[config.mk]
export PLATFORM = sky130hd
export DESIGN_NAME = buffered_frame_sender_with_retry_top
export DESIGN_NICKNAME = d
export VERILOG_FILES = /design/src/hdl/bfs_pkg.sv /design/src/hdl/bfs_ram.sv /design/src/hdl/bfs_dp.sv /design/src/hdl/bfs_ctrl.sv /design/src/hdl/buffered_frame_sender_with_retry_top.sv
export VERILOG_INCLUDE_DIRS = /design/src /design/src/hdl
export SDC_FILE = /design/constraint.sdc
export NUM_CORES = 1
export LEC_CHECK = 0
export ABC_AREA = 0
export BUFFER_PORTS_ARGS = -buffer_cell sky130_fd_sc_hd__buf_2
export CORE_ASPECT_RATIO = 0.75
export CORE_MARGIN = 5
export CORE_UTILIZATION = 55
export DETAILED_ROUTE_END_ITERATION = 12
export GPL_ROUTABILITY_DRIVEN = 0
export PLACE_DENSITY = 0.86
export SLEW_MARGIN = 40
export SYNTH_ARGS = -nofsm -noshare
export SYNTH_HDL_FRONTEND = slang
export SYNTH_SLANG_ARGS = --single-unit
[constraint.sdc]
create_clock -name clock -period 2.59 [get_ports clock]
set_clock_uncertainty 0.15 [all_clocks]
set_input_delay 0.259 -clock clock [delete_from_list [all_inputs] [get_ports clock]]
set_output_delay 0.259 -clock clock [all_outputs]
set_load 0.1 [all_outputs]
[src/hdl/buffered_frame_sender_with_retry_top_assert.svh]
// Assertion macros shared by the frame sender modules.
`ifndef BUFFERED_FRAME_SENDER_WITH_RETRY_TOP_ASSERT_SVH
`define BUFFERED_FRAME_SENDER_WITH_RETRY_TOP_ASSERT_SVH

// Same-cycle implication, sampled on clock, off during reset.
`define BFS_ASSERT_SAME(label, ante, cons) \
   label: assert property (@(posedge clock) disable iff (reset) (ante) |-> (cons)) \
      else $error("assertion failed in %m");

// Next-cycle implication, sampled on clock, off during reset.
`define BFS_ASSERT_NEXT(label, ante, cons) \
   label: assert property (@(posedge clock) disable iff (reset) (ante) |=> (cons)) \
      else $error("assertion failed in %m");

`endif

[src/hdl/bfs_pkg.sv]
// Types, codes and sizes shared by the buffered frame sender.
package bfs_pkg;

   // Payload buffer sizing
   localparam int BUF_DEPTH = 32;
   localparam int ADDR_W    = $clog2(BUF_DEPTH);
   localparam int CNT_W     = $clog2(BUF_DEPTH + 1);

   // Register reset values: DC1 and ACK
   localparam logic [7:0] FRAME_CONTROL_RESET = 8'h11;
   localparam logic [7:0] ACK_CODE_RESET      = 8'h06;

   // Configuration register indexes
   localparam int CSR_IDX_W = 2;
   localparam logic [CSR_IDX_W-1:0] CSR_FRAME_CONTROL = 2'd0;
   localparam logic [CSR_IDX_W-1:0] CSR_ACK_CODE      = 2'd1;

   // Request operation codes
   localparam logic [1:0] OP_APPEND = 2'd0;
   localparam logic [1:0] OP_SEND   = 2'd1;
   localparam logic [1:0] OP_REPLY  = 2'd2;

   typedef enum logic [2:0] {
      STS_APPENDED = 3'd0,
      STS_FULL     = 3'd1,
      STS_SENT     = 3'd2,
      STS_EMPTY    = 3'd3,
      STS_ACKED    = 3'd4,
      STS_RESENT   = 3'd5,
      STS_IGNORED  = 3'd6
   } status_type;

   typedef struct packed {
      logic [1:0] op;
      logic [7:0] data;
   } req_type;

   typedef struct packed {
      logic [7:0] out_byte;
      logic       out_valid;
      logic       last;
      status_type status;
   } rsp_type;

   // Controller states
   typedef enum logic [2:0] {
      ST_IDLE,
      ST_CTRL,
      ST_LEN,
      ST_PAY,
      ST_CHECK
   } state_type;

   // Which kind of response the datapath loads
   typedef enum logic [2:0] {
      SEL_SINGLE,
      SEL_CTRL,
      SEL_LEN,
      SEL_PAY,
      SEL_CHECK
   } rsp_sel_type;

   typedef struct packed {
      logic        rsp_load;
      rsp_sel_type rsp_sel;
      status_type  rsp_status;
      logic        append;
      logic        ack_clr;
      logic        set_await;
      logic        frame_latch;
   } ctrl_cmd_type;

   typedef struct packed {
      logic can_load;
      logic awaiting;
      logic count_full;
      logic count_zero;
      logic first_zero;
      logic ack_match;
      logic pay_last;
   } dp_status_type;

endpackage

[src/hdl/bfs_ram.sv]
// Generic single-port-write, registered-read RAM.
module bfs_ram #(
   parameter int WIDTH = 8,
   parameter int DEPTH = 32
) (
   input  logic                     clock,
   input  logic                     wr_en,
   input  logic [$clog2(DEPTH)-1:0] wr_addr,
   input  logic [WIDTH-1:0]         wr_data,
   input  logic                     rd_en,
   input  logic [$clog2(DEPTH)-1:0] rd_addr,
   output logic [WIDTH-1:0]         rd_data
);

   logic [WIDTH-1:0] mem [DEPTH];

   // Write port and registered read port
   always_ff @(posedge clock) begin
      if (wr_en) begin
         mem[wr_addr] <= wr_data;
      end
      if (rd_en) begin
         rd_data <= mem[rd_addr];
      end
   end

endmodule

[src/hdl/bfs_dp.sv]
// Datapath: payload buffer, counters, check sum, config and response register.
`include "buffered_frame_sender_with_retry_top_assert.svh"
module bfs_dp (
   input  logic                         clock,
   input  logic                         reset,
   input  bfs_pkg::req_type             req_payload,
   input  logic                         csr_valid,
   input  logic [bfs_pkg::CSR_IDX_W-1:0] csr_index,
   input  logic [7:0]                   csr_data,
   input  logic                         rsp_ready,
   output logic                         rsp_valid,
   output bfs_pkg::rsp_type             rsp_payload,
   input  bfs_pkg::ctrl_cmd_type        cmd,
   output bfs_pkg::dp_status_type       sts
);

   logic [7:0]                frame_control_ff, frame_control_in;
   logic [7:0]                ack_code_ff, ack_code_in;
   logic [bfs_pkg::CNT_W-1:0] count_ff, count_in;
   logic                      await_ff, await_in;
   logic                      first_zero_ff, first_zero_in;
   bfs_pkg::status_type       frame_sts_ff, frame_sts_in;
   logic [7:0]                sum_ff, sum_in;
   logic [bfs_pkg::CNT_W-1:0] rd_idx_ff, rd_idx_in;
   logic                      rsp_valid_ff, rsp_valid_in;
   bfs_pkg::rsp_type          rsp_ff, rsp_in;

   logic                       rd_en;
   logic [bfs_pkg::ADDR_W-1:0] rd_addr;
   logic [7:0]                 rd_data;
   logic                       is_len;
   logic                       is_pay;

   // Payload buffer
   bfs_ram #(
      .WIDTH (8),
      .DEPTH (bfs_pkg::BUF_DEPTH)
   ) u_buf (
      .clock   (clock),
      .wr_en   (cmd.append),
      .wr_addr (count_ff[bfs_pkg::ADDR_W-1:0]),
      .wr_data (req_payload.data),
      .rd_en   (rd_en),
      .rd_addr (rd_addr),
      .rd_data (rd_data)
   );

   // Status toward the controller
   always_comb begin
      sts.can_load   = !rsp_valid_ff || rsp_ready;
      sts.awaiting   = await_ff;
      sts.count_full = (count_ff == bfs_pkg::CNT_W'(bfs_pkg::BUF_DEPTH));
      sts.count_zero = (count_ff == '0);
      sts.first_zero = first_zero_ff;
      sts.ack_match  = (req_payload.data == ack_code_ff);
      sts.pay_last   = (rd_idx_ff == count_ff);
   end

   // Buffer read: the length byte fetches entry 0, each payload byte the next one
   always_comb begin
      is_len  = cmd.rsp_load && (cmd.rsp_sel == bfs_pkg::SEL_LEN);
      is_pay  = cmd.rsp_load && (cmd.rsp_sel == bfs_pkg::SEL_PAY);
      rd_en   = is_len || is_pay;
      rd_addr = is_len ? '0 : rd_idx_ff[bfs_pkg::ADDR_W-1:0];
   end

   // Config writes; unknown indexes do nothing
   always_comb begin
      frame_control_in = frame_control_ff;
      ack_code_in      = ack_code_ff;
      if (csr_valid) begin
         case (csr_index)
            bfs_pkg::CSR_FRAME_CONTROL: frame_control_in = csr_data;
            bfs_pkg::CSR_ACK_CODE:      ack_code_in      = csr_data;
            default: ;
         endcase
      end
   end

   // Buffer fill state and reply wait
   always_comb begin
      count_in      = count_ff;
      await_in      = await_ff;
      first_zero_in = first_zero_ff;
      frame_sts_in  = frame_sts_ff;
      if (cmd.append) begin
         count_in = count_ff + bfs_pkg::CNT_W'(1);
         if (count_ff == '0) begin
            first_zero_in = (req_payload.data == 8'd0);
         end
      end
      if (cmd.ack_clr) begin
         count_in = '0;
         await_in = 1'b0;
      end
      if (cmd.set_await) begin
         await_in = 1'b1;
      end
      if (cmd.frame_latch) begin
         frame_sts_in = cmd.rsp_status;
      end
   end

   // Response register, check sum and read index
   always_comb begin
      rsp_in    = rsp_ff;
      sum_in    = sum_ff;
      rd_idx_in = rd_idx_ff;
      rsp_valid_in = rsp_valid_ff && !rsp_ready;
      if (cmd.rsp_load) begin
         rsp_valid_in     = 1'b1;
         rsp_in.out_valid = 1'b1;
         rsp_in.last      = 1'b0;
         rsp_in.status    = frame_sts_ff;
         case (cmd.rsp_sel)
            bfs_pkg::SEL_SINGLE: begin
               rsp_in.out_byte  = 8'd0;
               rsp_in.out_valid = 1'b0;
               rsp_in.last      = 1'b1;
               rsp_in.status    = cmd.rsp_status;
            end
            bfs_pkg::SEL_CTRL: begin
               rsp_in.out_byte = frame_control_ff;
               sum_in          = frame_control_ff + 8'(count_ff);
            end
            bfs_pkg::SEL_LEN: begin
               rsp_in.out_byte = 8'(count_ff);
               rd_idx_in       = bfs_pkg::CNT_W'(1);
            end
            bfs_pkg::SEL_PAY: begin
               rsp_in.out_byte = rd_data;
               sum_in          = sum_ff + rd_data;
               rd_idx_in       = rd_idx_ff + bfs_pkg::CNT_W'(1);
            end
            bfs_pkg::SEL_CHECK: begin
               rsp_in.out_byte = sum_ff;
               rsp_in.last     = 1'b1;
            end
            default: ;
         endcase
      end
   end

   // Control registers
   always_ff @(posedge clock) begin
      if (reset) begin
         frame_control_ff <= bfs_pkg::FRAME_CONTROL_RESET;
         ack_code_ff      <= bfs_pkg::ACK_CODE_RESET;
         count_ff         <= '0;
         await_ff         <= 1'b0;
         rsp_valid_ff     <= 1'b0;
      end else begin
         frame_control_ff <= frame_control_in;
         ack_code_ff      <= ack_code_in;
         count_ff         <= count_in;
         await_ff         <= await_in;
         rsp_valid_ff     <= rsp_valid_in;
      end
   end

   // Payload registers
   always_ff @(posedge clock) begin
      first_zero_ff <= first_zero_in;
      frame_sts_ff  <= frame_sts_in;
      sum_ff        <= sum_in;
      rd_idx_ff     <= rd_idx_in;
      rsp_ff        <= rsp_in;
   end

   assign rsp_valid   = rsp_valid_ff;
   assign rsp_payload = rsp_ff;

   // Checks
   `BFS_ASSERT_SAME(a_count_bound, 1'b1, count_ff <= bfs_pkg::CNT_W'(bfs_pkg::BUF_DEPTH))
   `BFS_ASSERT_SAME(a_pay_only_awaiting, is_pay, await_ff)
   `BFS_ASSERT_NEXT(a_ack_clears, cmd.ack_clr, (count_ff == '0) && !await_ff)

endmodule

[src/hdl/bfs_ctrl.sv]
// Controller: request decode and frame sequencing state machine.
`include "buffered_frame_sender_with_retry_top_assert.svh"
module bfs_ctrl (
   input  logic                   clock,
   input  logic                   reset,
   input  logic                   req_valid,
   output logic                   req_ready,
   input  logic [1:0]             req_op,
   input  bfs_pkg::dp_status_type sts,
   output bfs_pkg::ctrl_cmd_type  cmd
);

   bfs_pkg::state_type  state_ff, state_in;
   logic                accept;
   bfs_pkg::status_type dec_status;
   logic                dec_append;
   logic                dec_ack;
   logic                dec_frame;

   assign accept = (state_ff == bfs_pkg::ST_IDLE) && req_valid && sts.can_load;

   // Request decode
   always_comb begin
      dec_status = bfs_pkg::STS_IGNORED;
      dec_append = 1'b0;
      dec_ack    = 1'b0;
      dec_frame  = 1'b0;
      case (req_op)
         bfs_pkg::OP_APPEND: begin
            if (sts.awaiting) begin
               dec_status = bfs_pkg::STS_IGNORED;
            end else if (sts.count_full) begin
               dec_status = bfs_pkg::STS_FULL;
            end else begin
               dec_status = bfs_pkg::STS_APPENDED;
               dec_append = 1'b1;
            end
         end
         bfs_pkg::OP_SEND: begin
            if (sts.awaiting) begin
               dec_status = bfs_pkg::STS_IGNORED;
            end else if (sts.count_zero || sts.first_zero) begin
               dec_status = bfs_pkg::STS_EMPTY;
            end else begin
               dec_status = bfs_pkg::STS_SENT;
               dec_frame  = 1'b1;
            end
         end
         bfs_pkg::OP_REPLY: begin
            if (!sts.awaiting) begin
               dec_status = bfs_pkg::STS_IGNORED;
            end else if (sts.ack_match) begin
               dec_status = bfs_pkg::STS_ACKED;
               dec_ack    = 1'b1;
            end else begin
               dec_status = bfs_pkg::STS_RESENT;
               dec_frame  = 1'b1;
            end
         end
         default: dec_status = bfs_pkg::STS_IGNORED;
      endcase
   end

   // Next state
   always_comb begin
      state_in = state_ff;
      case (state_ff)
         bfs_pkg::ST_IDLE:  if (accept && dec_frame) state_in = bfs_pkg::ST_CTRL;
         bfs_pkg::ST_CTRL:  if (sts.can_load) state_in = bfs_pkg::ST_LEN;
         bfs_pkg::ST_LEN:   if (sts.can_load) state_in = bfs_pkg::ST_PAY;
         bfs_pkg::ST_PAY:   if (sts.can_load && sts.pay_last) state_in = bfs_pkg::ST_CHECK;
         bfs_pkg::ST_CHECK: if (sts.can_load) state_in = bfs_pkg::ST_IDLE;
         default:           state_in = bfs_pkg::ST_IDLE;
      endcase
   end

   // Outputs
   always_comb begin
      req_ready       = 1'b0;
      cmd.rsp_load    = 1'b0;
      cmd.rsp_sel     = bfs_pkg::SEL_SINGLE;
      cmd.rsp_status  = dec_status;
      cmd.append      = 1'b0;
      cmd.ack_clr     = 1'b0;
      cmd.set_await   = 1'b0;
      cmd.frame_latch = 1'b0;
      case (state_ff)
         bfs_pkg::ST_IDLE: begin
            req_ready = sts.can_load;
            if (accept) begin
               if (dec_frame) begin
                  cmd.frame_latch = 1'b1;
                  cmd.set_await   = (req_op == bfs_pkg::OP_SEND);
               end else begin
                  cmd.rsp_load = 1'b1;
                  cmd.append   = dec_append;
                  cmd.ack_clr  = dec_ack;
               end
            end
         end
         bfs_pkg::ST_CTRL: begin
            cmd.rsp_load = sts.can_load;
            cmd.rsp_sel  = bfs_pkg::SEL_CTRL;
         end
         bfs_pkg::ST_LEN: begin
            cmd.rsp_load = sts.can_load;
            cmd.rsp_sel  = bfs_pkg::SEL_LEN;
         end
         bfs_pkg::ST_PAY: begin
            cmd.rsp_load = sts.can_load;
            cmd.rsp_sel  = bfs_pkg::SEL_PAY;
         end
         bfs_pkg::ST_CHECK: begin
            cmd.rsp_load = sts.can_load;
            cmd.rsp_sel  = bfs_pkg::SEL_CHECK;
         end
         default: ;
      endcase
   end

   // State register
   always_ff @(posedge clock) begin
      if (reset) begin
         state_ff <= bfs_pkg::ST_IDLE;
      end else begin
         state_ff <= state_in;
      end
   end

   // Checks
   `BFS_ASSERT_SAME(a_pay_nonempty, state_ff == bfs_pkg::ST_PAY, !sts.count_zero)
   `BFS_ASSERT_NEXT(a_check_ends, (state_ff == bfs_pkg::ST_CHECK) && sts.can_load, state_ff == bfs_pkg::ST_IDLE)

endmodule

[src/hdl/buffered_frame_sender_with_retry_top.sv]
// Top level of the buffered frame sender with acknowledge and retry.
// Requests that start no frame (append, reply-acknowledge, and those answered as ignored,
// full or empty) each give one response; a send (or a non-acknowledge reply, which resends)
// gives the control byte, the length, the stored payload and an additive check byte, one per
// cycle while the response register can take them, paced by the single registered read port
// of the payload buffer and the one-entry response register.
// No new request is taken until the frame's check byte is loaded. Config writes are
// always accepted.
module buffered_frame_sender_with_retry_top (
   input  logic                          clock,
   input  logic                          reset,
   input  logic                          req_valid,
   output logic                          req_ready,
   input  bfs_pkg::req_type              req_payload,
   output logic                          rsp_valid,
   input  logic                          rsp_ready,
   output bfs_pkg::rsp_type              rsp_payload,
   input  logic                          csr_valid,
   output logic                          csr_ready,
   input  logic [bfs_pkg::CSR_IDX_W-1:0] csr_index,
   input  logic [7:0]                    csr_data
);

   bfs_pkg::ctrl_cmd_type  cmd;
   bfs_pkg::dp_status_type sts;

   assign csr_ready = 1'b1;

   bfs_ctrl u_ctrl (
      .clock     (clock),
      .reset     (reset),
      .req_valid (req_valid),
      .req_ready (req_ready),
      .req_op    (req_payload.op),
      .sts       (sts),
      .cmd       (cmd)
   );

   bfs_dp u_dp (
      .clock       (clock),
      .reset       (reset),
      .req_payload (req_payload),
      .csr_valid   (csr_valid),
      .csr_index   (csr_index),
      .csr_data    (csr_data),
      .rsp_ready   (rsp_ready),
      .rsp_valid   (rsp_valid),
      .rsp_payload (rsp_payload),
      .cmd         (cmd),
      .sts         (sts)
   );

endmodule
# Word level (Yosys, flattened, before mapping)
# Memories as Yosys holds them, arrays and structs flattened. A register that Yosys moved wholly into a read port is not among the register bits.
# Index checks and enable logic that the tools add are counted.
# totals
reg_bits,58
mem_bits_rw,256
inputBits,25
output_inout_bits,16
wordCells,115
memories,1
# classes
addsub,4
n_eq_ne,19
mux,45
n_reduce_logical,32
# mem_list
name,depth,width,read_ports,rd_ports_with_merged_regs,wr,line,rtl
u_dp.u_buf.mem,32,8,1,1,1,bfs_ram.sv:15,logic [WIDTH-1:0] mem [DEPTH];
# op_table
operator,count
$pmux W8 S5,1
$mux W3,9
$mux W1,23
$pmux W8 S2,1
$pmux W3 S5,1
$add A6 B1 Y6 const B,2
$eq A3 B2 Y1 const B,4
$pmux W3 S4,1
$pmux W6 S2,1
$reduce_and A2 Y1,6
$pmux W3 S3,1
$add A8 B6 Y8,1
$add A8 B8 Y8,1
$eq A8 B8 Y1,1
$logic_not A8 Y1,1
$mux W4,2
$ne A2 B1 Y1 const B,4
$logic_and A1 B1 Y1,7
$eq A3 B1 Y1 const B,2
$eq A3 B3 Y1 const B,2
$eq A6 B6 Y1,1
$eq A6 B6 Y1 const B,1
$logic_not A3 Y1,2
$logic_not A6 Y1,1
other kinds (14),24

# Logic depth before layout (Yosys ltp)
# Gate-level depths: netlist (run 1).
# depth
word_depth,10
mapped_depth,10
mapped_depth_nobuf,9

# Modules after synthesis
# A second synthesis (run 1) with hierarchy kept.
# hier_totals
cells_unflattened,793
hier_area_um2,13767.0
# by_module_without_submodules
module,n_inst,cells_per_inst,area_each_um2,seq_area_each_um2
bfs_ram,1,417,10133.5,7927.6
bfs_dp,1,319,3185.6,1411.4
bfs_ctrl,1,55,436.7,60.1
buffered_frame_sender_with_retry_top,1,2,11.3,0.0

# Worst setup path after synthesis (run 1)
# Ideal clock, no wire load.
# synth_path
path_kind,register to register
start,reg u_dp.rsp_valid_ff (netlist: u_dp.rsp_valid)
end,mem u_dp.u_buf.mem[12][0] (enable)
arrival_time_ps,2362
path_slack_ps,-292
stages_incl_launch_ff,8
n_path_buf,1
path_cell_list,dfxtp_1 nand2b_1 and4_4 nor4bb_2 and3_1 buf_2 nand2_1 nor2_1
# synth_between
elab_chain_len,7
# synth_rtl
element,line,rtl
start: declaration,bfs_dp.sv:25,"logic rsp_valid_ff, rsp_valid_in;"
start signal: assignment,bfs_dp.sv:157,rsp_valid_ff <= rsp_valid_in;
$logic_not A1 Y1,bfs_dp.sv:50,sts.can_load = !rsp_valid_ff || rsp_ready;
$logic_or A1 B1 Y1,bfs_dp.sv:50,
$logic_and A1 B1 Y1,bfs_ctrl.sv:20,assign accept = (state_ff == bfs_pkg::ST_IDLE) && req_valid && sts.can_load;
$mux W4,bfs_ctrl.sv:90,if (accept) begin
$mux W4,bfs_ctrl.sv:87,case (state_ff)
$mux W1,bfs_ram.sv:19,if (wr_en) begin
$mux W1 (not written as such),bfs_ram.sv:20,mem[wr_addr] <= wr_data;
end: declaration,bfs_ram.sv:15,
# Every way passes these cells.

# Worst setup path in the final report (run 1)
# layout_path
start,reg u_dp.count_ff[0] (netlist bit)
end,mem u_dp.u_buf.mem[19][7] (enable)
# layout_between
elab_chain_len,10
elab_cells_between_ends,14
classes_between,1 x eq/ne; 11 x mux; 2 x reduce/logical
# layout_rtl
element,line,rtl
start: declaration,bfs_dp.sv:19,"logic [bfs_pkg::CNT_W-1:0] count_ff, count_in;"
start signal: assignment,bfs_dp.sv:155,count_ff <= count_in;
$logic_not A6 Y1,bfs_dp.sv:53,sts.count_zero = (count_ff == '0);
$logic_or A1 B1 Y1,bfs_ctrl.sv:42,end else if (sts.count_zero || sts.first_zero) begin
$mux W1,bfs_ctrl.sv:42,
$mux W1,bfs_ctrl.sv:40,if (sts.awaiting) begin
$pmux W1 S2,bfs_ctrl.sv:28,case (req_op)
$mux W2,bfs_ctrl.sv:91,if (dec_frame) begin
$mux W4,bfs_ctrl.sv:90,
$mux W4,bfs_ctrl.sv:87,
$mux W1,bfs_ram.sv:19,
$mux W1 (not written as such),bfs_ram.sv:20,
# Parallel ways exist; a longest one is shown, timed or not.

==> metrics, run 1 <==
outcome=finished, violations left; failing checks=negative setup slack; Post-Syn Area per Cell=15.1 sq um; CP Launch Type=flip-flop; Slew @ Worst Pin=0.760 ns; Critical Path AT=2.68 ns; Post-Synth XOR/XNOR Area=1.88%; Place WS=-0.138 ns; multiplexer share of the synthesized area=10.4%; initial antenna violation count=0; total grt overflow=0; vias in the first global route=8716; Die Height=148 um; DR iter-0 viols=1459; Seq/Total Area, Yosys=67.1%; pwr dens=655 nW/um^2; Min-Delay Path Class=input port to flip-flop; Die W=194 um; die area=28800 sq um; total track usage=23.8%; final worst slack=-0.0175 ns; Worst Path Required=2.66 ns; Adder-Cell Fraction of Synth Area=2.25%; first-pass GRT wire length=52600 um; fmax=384 MHz; sw power=2.43 mW; minimum clock period=2.61 ns; # diodes=0; Reg clk slew, reported paths=0.07 ns; CTS tree=done; Post-synth ARST share=0%; max_slew headroom=49.3%; Simple-Gate Fraction of Synth Area=7.76%; Layout fillers=1626; Reg area=9400 sq um; total wire length=35800 um; DR DRC count=0; leakage dissipation=5.76 nW; clk sink count=322; CTS root buf=clkbuf_16; drt wl/cell=25.5 um; Flop pwr share=53.3%; Final #Nets=1092; Net Sw Frac=22.6%; final setup fails=8; setup_tns=-0.123 ns; Initial Utilization=56.0%; Comb pwr share=6.0%; vias per cell=6.43; share of layout cells above drive strength 1=27.3%; Top FF cell, synth=edfxtp_1; H-tree levels=1; total number of yosys warnings=0; Cell Int Power=8.32 mW; max cap viols=0; Port Buffers=39; largest net degree at the start of global routing=38; main combinational cell family by area after synthesis=multiplexers; Post-Synthesis Cells=928; kind of critical path=flip-flop to flip-flop; Fin. Hold Viols=0; Max Slew Vio Count=0; Rows=50; Final ANT Viol Nets=0; count of different cell masters after synthesis=63; DPL Wire Length=22200 um; Vias=9034; worst vdd ir=0.699 mV; flops & latches, synth=322; Multi-input gate area=4420 sq um; clk buf depth=3; period utilization=101%; Num CTS Buffers=29; commonest non-fill, non-tap cell in the layout=edfxtp_1; number of enable flip-flop cells after synthesis=295; IO Pins=41; Layout Area Growth over Synthesis=17.1%; clock share of power=40.7%; Clk Latency, worst-skew pair=0.58 ns; TritonRoute pass-1 iters=6; DP Area=15100 sq um; Crit. End Element=flip-flop; area fraction in compound gates after synthesis=7.67%; Syn Std Cell Area=14000 sq um; core area=25000 sq um; Finished Cell Area=16400 sq um; most frequent cells in the layout=edfxtp_1 (295), buf_4 (72), a21oi_1 (48); worst-path maximum fanout=8; Synth Net Count=977
==> power by group through the flow <==
stage | combinational [mW] | clock, mW | sequential, mW
after global routing | 0.673 | 4.65 | 5.73
after CTS | 0.611 | 4.40 | 5.73
after global placement | 0.576 | 0 | 5.84
after detailed placement | 0.589 | 0 | 5.85
final | 0.641 | 4.37 | 5.74
after floorplan | 0.254 | 0 | 5.95
==> logic make-up after synthesis <==
family	after synthesis
other cells	1
simple gates	215
xor+xnor	30
compound gates	157
buf+inv	85
fa+ha+maj	24
flops	322
mux	94
==> cell type report <==
| type | count | area share [%] |
|---|---|---|
| clock buffers | 32 | 4.55 |
| clock inverters | 22 | 1.37 |
| inverters | 35 | 0.801 |
| multi-input cells | 521 | 26.9 |
| flip-flops and latches | 322 | 57.3 |
| well taps | 338 | 2.58 |
| repair buffers | 134 | 6.44 |
==> flip-flops by register name, summed over array words and instances (netlist names) <==
| register | count |
|---|---|
| u_dp.count_ff | 6 |
| u_dp.frame_sts_ff | 3 |
| u_dp.u_buf.mem | 256 |
| u_dp.await_ff | 1 |
| u_dp.rsp_valid | 1 |
| u_dp.first_zero_ff | 1 |
| u_dp.u_buf.rd_data | 8 |
| u_dp.rsp_payload | 13 |
| u_ctrl.state_ff | 3 |
| u_dp.ack_code_ff | 8 |
| u_dp.frame_control_ff | 8 |
| u_dp.rd_idx_ff | 6 |
| u_dp.sum_ff | 8 |
==> critical path: stages (launching register included) <==
cell       delay (ns)
dfxtp_2          0.33
inv_2            0.09
ha_4             0.15
or4b_4           0.51
o21ai_2          0.20
nand4_1          0.15
buf_6            0.17
clkbuf_16        0.15
nor2_2           0.35
==> worst paths after layout <==
| path | start | to | slack [ns] | cells past startpoint |
|---|---|---|---|---|
| setup / recovery | u_dp.count_ff[0] | u_dp.u_buf.mem[19][7] | -0.02 | 8 |
| hold / removal | req_valid | u_dp.rsp_valid | 0.05 | 3 |
| hold reg to reg | u_dp.ack_code_ff[1] | u_dp.ack_code_ff[1] | 0.38 | 2 |
| setup reg to reg | u_dp.count_ff[0] | u_dp.u_buf.mem[19][7] | -0.02 | 8 |
==> per-stage QoR <==
step,power (mW),hold slack [ns],std cells,util (%)
2_1_floorplan,6.20,0.208,928,-
3_3_place_gp,6.42,0.347,1335,60.5
3_5_place_dp,6.44,0.352,1335,60.5
4_1_cts,10.7,0.0122,1399,64.8
5_1_grt,11.1,0.0724,1404,65.6
6_report,10.8,0.0516,1404,65.6
==> per-layer routing <==
metal | track usage [%] | vias up | share of wire, %
met5 | 0 | - | 0
met4 | 7.17 | 0 | 3.4
met3 | 7.47 | 106 | 13
met2 | 35.8 | 648 | 45
met1 | 33.9 | 4428 | 39
li1 | - | 3852 | -
==> cells in the mapped netlist, types with 3 or more instances <==
| master | count | share of area [%] |
|---|---|---|
| buf_1 | 4 | 0.11 |
| a211oi_1 | 3 | 0.16 |
| xnor2_1 | 21 | 1.3 |
| nand2b_1 | 11 | 0.49 |
| clkbuf_1 | 22 | 0.59 |
| mux2_2 | 17 | 1.4 |
| or4_1 | 3 | 0.16 |
| a32oi_1 | 8 | 0.50 |
| nand2_1 | 33 | 0.88 |
| a221oi_1 | 17 | 1.1 |
| ha_1 | 22 | 2.0 |
| edfxtp_1 | 295 | 63 |
| dfxtp_1 | 27 | 3.9 |
| mux2i_1 | 37 | 2.6 |
| buf_4 | 7 | 0.38 |
| a21oi_1 | 48 | 1.7 |
| a31o_2 | 5 | 0.31 |
| and4b_1 | 3 | 0.21 |
| and3_1 | 7 | 0.31 |
| a2111oi_0 | 8 | 0.50 |
| nand4_1 | 14 | 0.63 |
| and2_1 | 3 | 0.13 |
| buf_2 | 13 | 0.46 |
| a31o_1 | 4 | 0.25 |
| o21ai_0 | 28 | 1.0 |
| nor3_1 | 4 | 0.14 |
| nor2_1 | 77 | 2.1 |
| xor2_1 | 9 | 0.56 |
| inv_1 | 35 | 0.94 |
| nand3_1 | 27 | 0.96 |
| a21o_1 | 3 | 0.16 |
| mux4_2 | 40 | 6.4 |
| a221o_1 | 8 | 0.57 |
| a22oi_1 | 7 | 0.38 |
| buf_6 | 3 | 0.24 |
| nor2b_1 | 14 | 0.63 |
| nand3b_1 | 3 | 0.16 |
==> what timing repair did <==
action | 4_1_cts | 5_1_grt
cloned | 0 | 1
setup endpoints to repair | 161 | 237
endpoints found under the hold margin | 20 | 0
pin swaps | 0 | 10
buffers inserted | 0 | 4
hold buffers | 10 | 0
gates resized for setup | 8 | 28
No activity file was read; power rests on OpenSTA's default activity.
==> run 2, diff against run 1 <==
- SETUP_SLACK_MARGIN: unset -> 0.3
==> metrics, run 2 (synthesis results as in run 1) <==
total grt overflow=0 (unchanged); unrepaired setup endpoints after global routing=yes; setup_tns=0 ns (+0.123 ns); vias in the first global route=8829 (+1.3%); worst vdd ir=0.663 mV (-5.1%); H-tree levels=1 (unchanged); drt wl/cell=27.0 um (+6.1%); DPL Wire Length=22600 um (+2.1%); Layout fillers=1579 (-2.9%); final setup fails=0 (-8); total wire length=37600 um (+5.2%); Layout Area Growth over Synthesis=20.0%; max_slew headroom=44.9% (-4.4 points); Num CTS Buffers=29 (unchanged); Die W=194 um (unchanged); leakage dissipation=5.78 nW (+0.36%); Final ANT Viol Nets=0 (unchanged); first-pass GRT wire length=54800 um (+4.2%); pwr dens=659 nW/um^2 (+0.50%); clk sink count=322 (unchanged); Slew @ Worst Pin=0.826 ns (+0.0659 ns); die area=28800 sq um (unchanged); DR DRC count=0 (unchanged); share of layout cells above drive strength 1=29.8% (+2.5 points); PnR Total Power=11.1 mW (+2.9%); Max Slew Vio Count=0 (unchanged); commonest non-fill, non-tap cell in the layout=edfxtp_1; Vias=9206 (+1.9%); Fin. Hold Viols=0 (unchanged); most frequent cells in the layout=edfxtp_1 (295), buf_4 (51), a21oi_1 (46); kind of critical path=flip-flop to flip-flop; CTS root buf=clkbuf_16; IO Pins=41 (unchanged); Reg clk slew, reported paths=0.07 ns (about the same); core area=25000 sq um (unchanged); TritonRoute pass-1 iters=7 (+1); largest net degree at the start of global routing=34 (-11%); Die Height=148 um (unchanged); CP Launch Type=flip-flop; Initial Utilization=56.0% (unchanged); Clk Latency, worst-skew pair=0.59 ns (about the same); initial antenna violation count=0 (unchanged); vias per cell=6.61 (+2.8%); max cap viols=0 (unchanged); DR iter-0 viols=1310 (-10%); total track usage=25.1% (+1.3 points); max reg flops=256 (unchanged); minimum clock period=2.52 ns (-0.0892 ns); Final #Nets=1080 (-1.1%); Critical Path AT=2.63 ns (-0.05 ns); clk buf depth=3 (unchanged); CTS tree=done; fmax=397 MHz (+3.5%); Biggest register=u_dp.u_buf.mem; Min-Delay Path Class=input port to flip-flop; Worst Path Required=2.70 ns (+0.04 ns); period utilization=97.2% (-3.4 points); Port Buffers=39 (unchanged); outcome=complete, no violations; Crit. End Element=flip-flop; worst-path maximum fanout=8 (unchanged); # diodes=0 (unchanged); Rows=50 (unchanged)
[run 2: layout make-up]
class / count / area [sq um] / area share [%]
Multi-Input combinational cell: 521 / 4740 / 28.2
Inverter: 35 / 136 / 0.812
Timing Repair Buffer: 122 / 1070 / 6.38
Tap cell: 338 / 423 / 2.52
Clock inverter: 24 / 293 / 1.74
Clock buffer: 30 / 729 / 4.34
Sequential cell: 322 / 9410 / 56.0
[run 2: per-layer routing]
layer  wire [um]  global-route usage [%]
met2       17100                    38.5
met1       14100                    35.3
met5           0                       0
met4        1600                    8.43
met3        4820                    6.95
[run 2: timing repair]
action / in CTS / in global routing
pin swaps: 19 / 36
endpoints found under the setup margin: 273 / 285
hold buffers: 10 / 0
endpoints found under the hold margin: 20 / 0
cloned: 2 / 2
setup buffers: 9 / 10
gates resized for setup: 34 / 36
[run 2: per-stage QoR]
stage	area, sq um	instances	setup slack, ns	hold slack (ns)	utilization, %
after detailed placement	15100	1305	0.0241	0.354	60.4
after global placement	15100	1305	0.0671	0.338	60.4
after floorplan	14300	928	0.154	0.208	-
final	16800	1392	0.0717	0.0316	67.2
after global routing	16800	1392	-0.000626	0.0495	67.2
after CTS	16500	1380	0.143	0.0130	66.0
[run 2: worst paths after layout]
kind	startpoint	endpoint	slack, ns	cells after the start
max reg2reg	u_ctrl.state_ff[0]	u_dp.u_buf.mem[2][5]	0.07	6
min reg2reg	u_dp.frame_control_ff[4]	u_dp.frame_control_ff[4]	0.39	2
max	u_ctrl.state_ff[0]	u_dp.u_buf.mem[2][5]	0.07	6
min	req_payload[8]	u_dp.frame_sts_ff[1]	0.03	4
[run 2: power breakdown]
part / switching [mW] / total [mW] / leakage [nW] / internal (mW)
sequential: 0.0303 / 5.73 / 2.88 / 5.70
clock: 1.98 / 4.65 / 0.505 / 2.67
combinational: 0.461 / 0.683 / 2.40 / 0.221
total: 2.48 / 11.1 / 5.78 / 8.59
[run 2: critical path, stage by stage, from the launching register on]
cell	delay (ns)
dfxtp_4	0.37
nor2_4	0.16
and4_4	0.29
nor4bb_4	0.38
and3_4	0.38
nand2_8	0.18
nor2_4	0.28
==> run 3, diff against run 2 <==
- CTS_BUF_LIST: unset -> sky130_fd_sc_hd__clkbuf_8
==> metrics, run 3 (synthesis results as in run 1) <==
unrepaired setup endpoints after global routing=yes; # diodes=0 (unchanged); Place WS=0.0241 ns (unchanged); max_slew headroom=45.1% (+0.15 points); minimum clock period=2.57 ns (+0.0479 ns); DR iter-0 viols=1258 (-4.0%); leakage dissipation=5.76 nW (-0.32%); Multi-input gate area=4770 sq um (+0.61%); kind of critical path=flip-flop to flip-flop; PnR Total Power=10.2 mW (-7.6%); Fin. Hold Viols=0 (unchanged); Max Slew Vio Count=0 (unchanged); clk buf depth=3 (unchanged); commonest non-fill, non-tap cell in the layout=edfxtp_1; CP cell instances=inv_2 -> ha_4 -> or4b_4 -> o21ai_4 -> buf_6 -> buf_6 -> a41o_1 -> a41oi_2 -> buf_6 -> nand4_1 -> a32oi_2; die area=28800 sq um (unchanged); Die Height=148 um (unchanged); Critical Path AT=2.72 ns (+0.09 ns); Die W=194 um (unchanged); Reg clk slew, reported paths=0.07 ns (about the same); final worst slack=0.0238 ns (-0.0479 ns); TritonRoute pass-1 iters=6 (-1); Num CTS Buffers=47 (+62%); # placed instances=1305 (unchanged); vias per cell=6.49 (-1.9%); total grt overflow=0 (unchanged); vias in the first global route=9049 (+2.5%); Layout Area Growth over Synthesis=19.1%; CTS root buf=clkbuf_8; total wire length=36600 um (-2.8%); period utilization=99.1% (+1.9 points); Layout fillers=1600 (+1.3%); initial antenna violation count=1 (+1); Critical Path Most Common Cell=buf_6; DPL Wire Length=22600 um (unchanged); IO Pins=41 (unchanged); fmax=390 MHz (-1.9%); core area=25000 sq um (unchanged); worst vdd ir=0.525 mV (-21%); most frequent cells in the layout=edfxtp_1 (295), buf_4 (52), clkbuf_8 (51); max reg flops=256 (unchanged); worst-path maximum fanout=8 (unchanged); Biggest register=u_dp.u_buf.mem; Final ANT Viol Nets=0 (unchanged); largest net degree at the start of global routing=42 (+24%); Final #Nets=1101 (+1.9%); cell family with most CP delay=simple AND/OR/NAND/NOR gates; hold_ws=0.0363 ns (+0.00476 ns); Worst Path Required=2.74 ns (+0.04 ns); Port Buffers=39 (unchanged); CP max stage cell=or4b_4; drt wl/cell=25.7 um (-4.9%); Vias=9229 (+0.25%); final setup fails=0 (unchanged); DR DRC count=0 (unchanged); CP Launch Type=flip-flop; H-tree levels=2 (+1); total track usage=24.4% (-0.74 points); outcome=complete, no violations; slowest cell delay on critical path=0.51 ns (+0.13 ns); Min-Delay Path Class=input port to flip-flop; pwr dens=613 nW/um^2 (-6.9%); DP Area=15100 sq um (unchanged); Finished Cell Area=16700 sq um (-0.71%); Initial Utilization=56.0% (unchanged); CP bufs+invs=4 (+4); Rows=50 (unchanged); Crit. End Element=flip-flop; max cap viols=0 (unchanged); post-route insts no fill=1423 (+2.2%); clk sink count=322 (unchanged); first-pass GRT wire length=53600 um (-2.1%); Clk Latency, worst-skew pair=0.58 ns (about the same); Reg area=9410 sq um (about the same); CTS tree=done; Slew @ Worst Pin=0.824 ns (-0.00228 ns); share of layout cells above drive strength 1=30.0% (+0.25 points)
-- run 3: cell count changes in the layout (fill, tap and decap cells not counted), moves of 2 or more --
cell	previous run	this run
a2111oi_1	4	1
buf_12	9	15
a2111oi_0	2	5
clkinv_2	8	2
clkinv_4	2	0
clkbuf_8	0	51
inv_1	32	50
bufinv_16	6	1
clkinv_1	5	8
ha_4	3	5
clkbuf_16	31	0
dfxtp_1	21	23
ha_1	19	17
-- run 3: stage by stage --
stage | util [%] | setup TNS (ns)
2_1_floorplan | - | 0
3_3_place_gp | 60.4 | 0
3_5_place_dp | 60.4 | 0
4_1_cts | 65.9 | 0
5_1_grt | 66.7 | -0.126
6_report | 66.7 | 0
-- run 3: routing by layer --
metal	vias up	track usage [%]	share of wire, %
met2	737	36.5	45
li1	3862	-	-
met5	-	0	0.036
met3	142	6.97	13
met4	2	9.10	4.0
met1	4486	34.4	39
-- run 3: final timing paths --
path	cells after the start	slack, ns	startpoint	end
min reg2reg	2	0.40	u_dp.frame_control_ff[4]	u_dp.frame_control_ff[4]
max reg2reg	11	0.02	u_dp.count_ff[0]	u_dp.u_buf.rd_data[0]
max	11	0.02	u_dp.count_ff[0]	u_dp.u_buf.rd_data[0]
min	4	0.04	req_payload[8]	u_dp.frame_sts_ff[1]
-- run 3: repair_timing --
item / 4_1_cts / 5_1_grt
hold buffers: 11 / 0
gates cloned: 0 / 0
endpoints found under the setup margin: 273 / 293
pin swaps: 26 / 41
setup buffers: 18 / 7
resized for setup: 38 / 33
endpoints found under the hold margin: 21 / 0
-- run 3: report_power, final --
group	switching (mW)	total (mW)	internal, mW
sequential	0.0319	5.74	5.71
combinational	0.456	0.670	0.214
clock	1.90	3.82	1.92
-- run 3: worst reg2reg max path, stage by stage (launching register included) --
cell and delay (ns):
dfxtp_2 0.33, inv_2 0.09, ha_4 0.14, or4b_4 0.51, o21ai_4 0.22, buf_6 0.12, buf_6 0.10, a41o_1 0.18
a41oi_2 0.06, buf_6 0.18, nand4_1 0.12, a32oi_2 0.09
-- run 3: final cells by class --
| cell class | instances | share of cell area [%] |
|---|---|---|
| flip-flops and latches | 322 | 56.4 |
| multi-input cells | 521 | 28.6 |
| repair buffers | 125 | 6.52 |
| clock buffers | 51 | 4.21 |
| well taps | 338 | 2.53 |
| clock inverters | 31 | 0.975 |
| inverters | 35 | 0.802 |
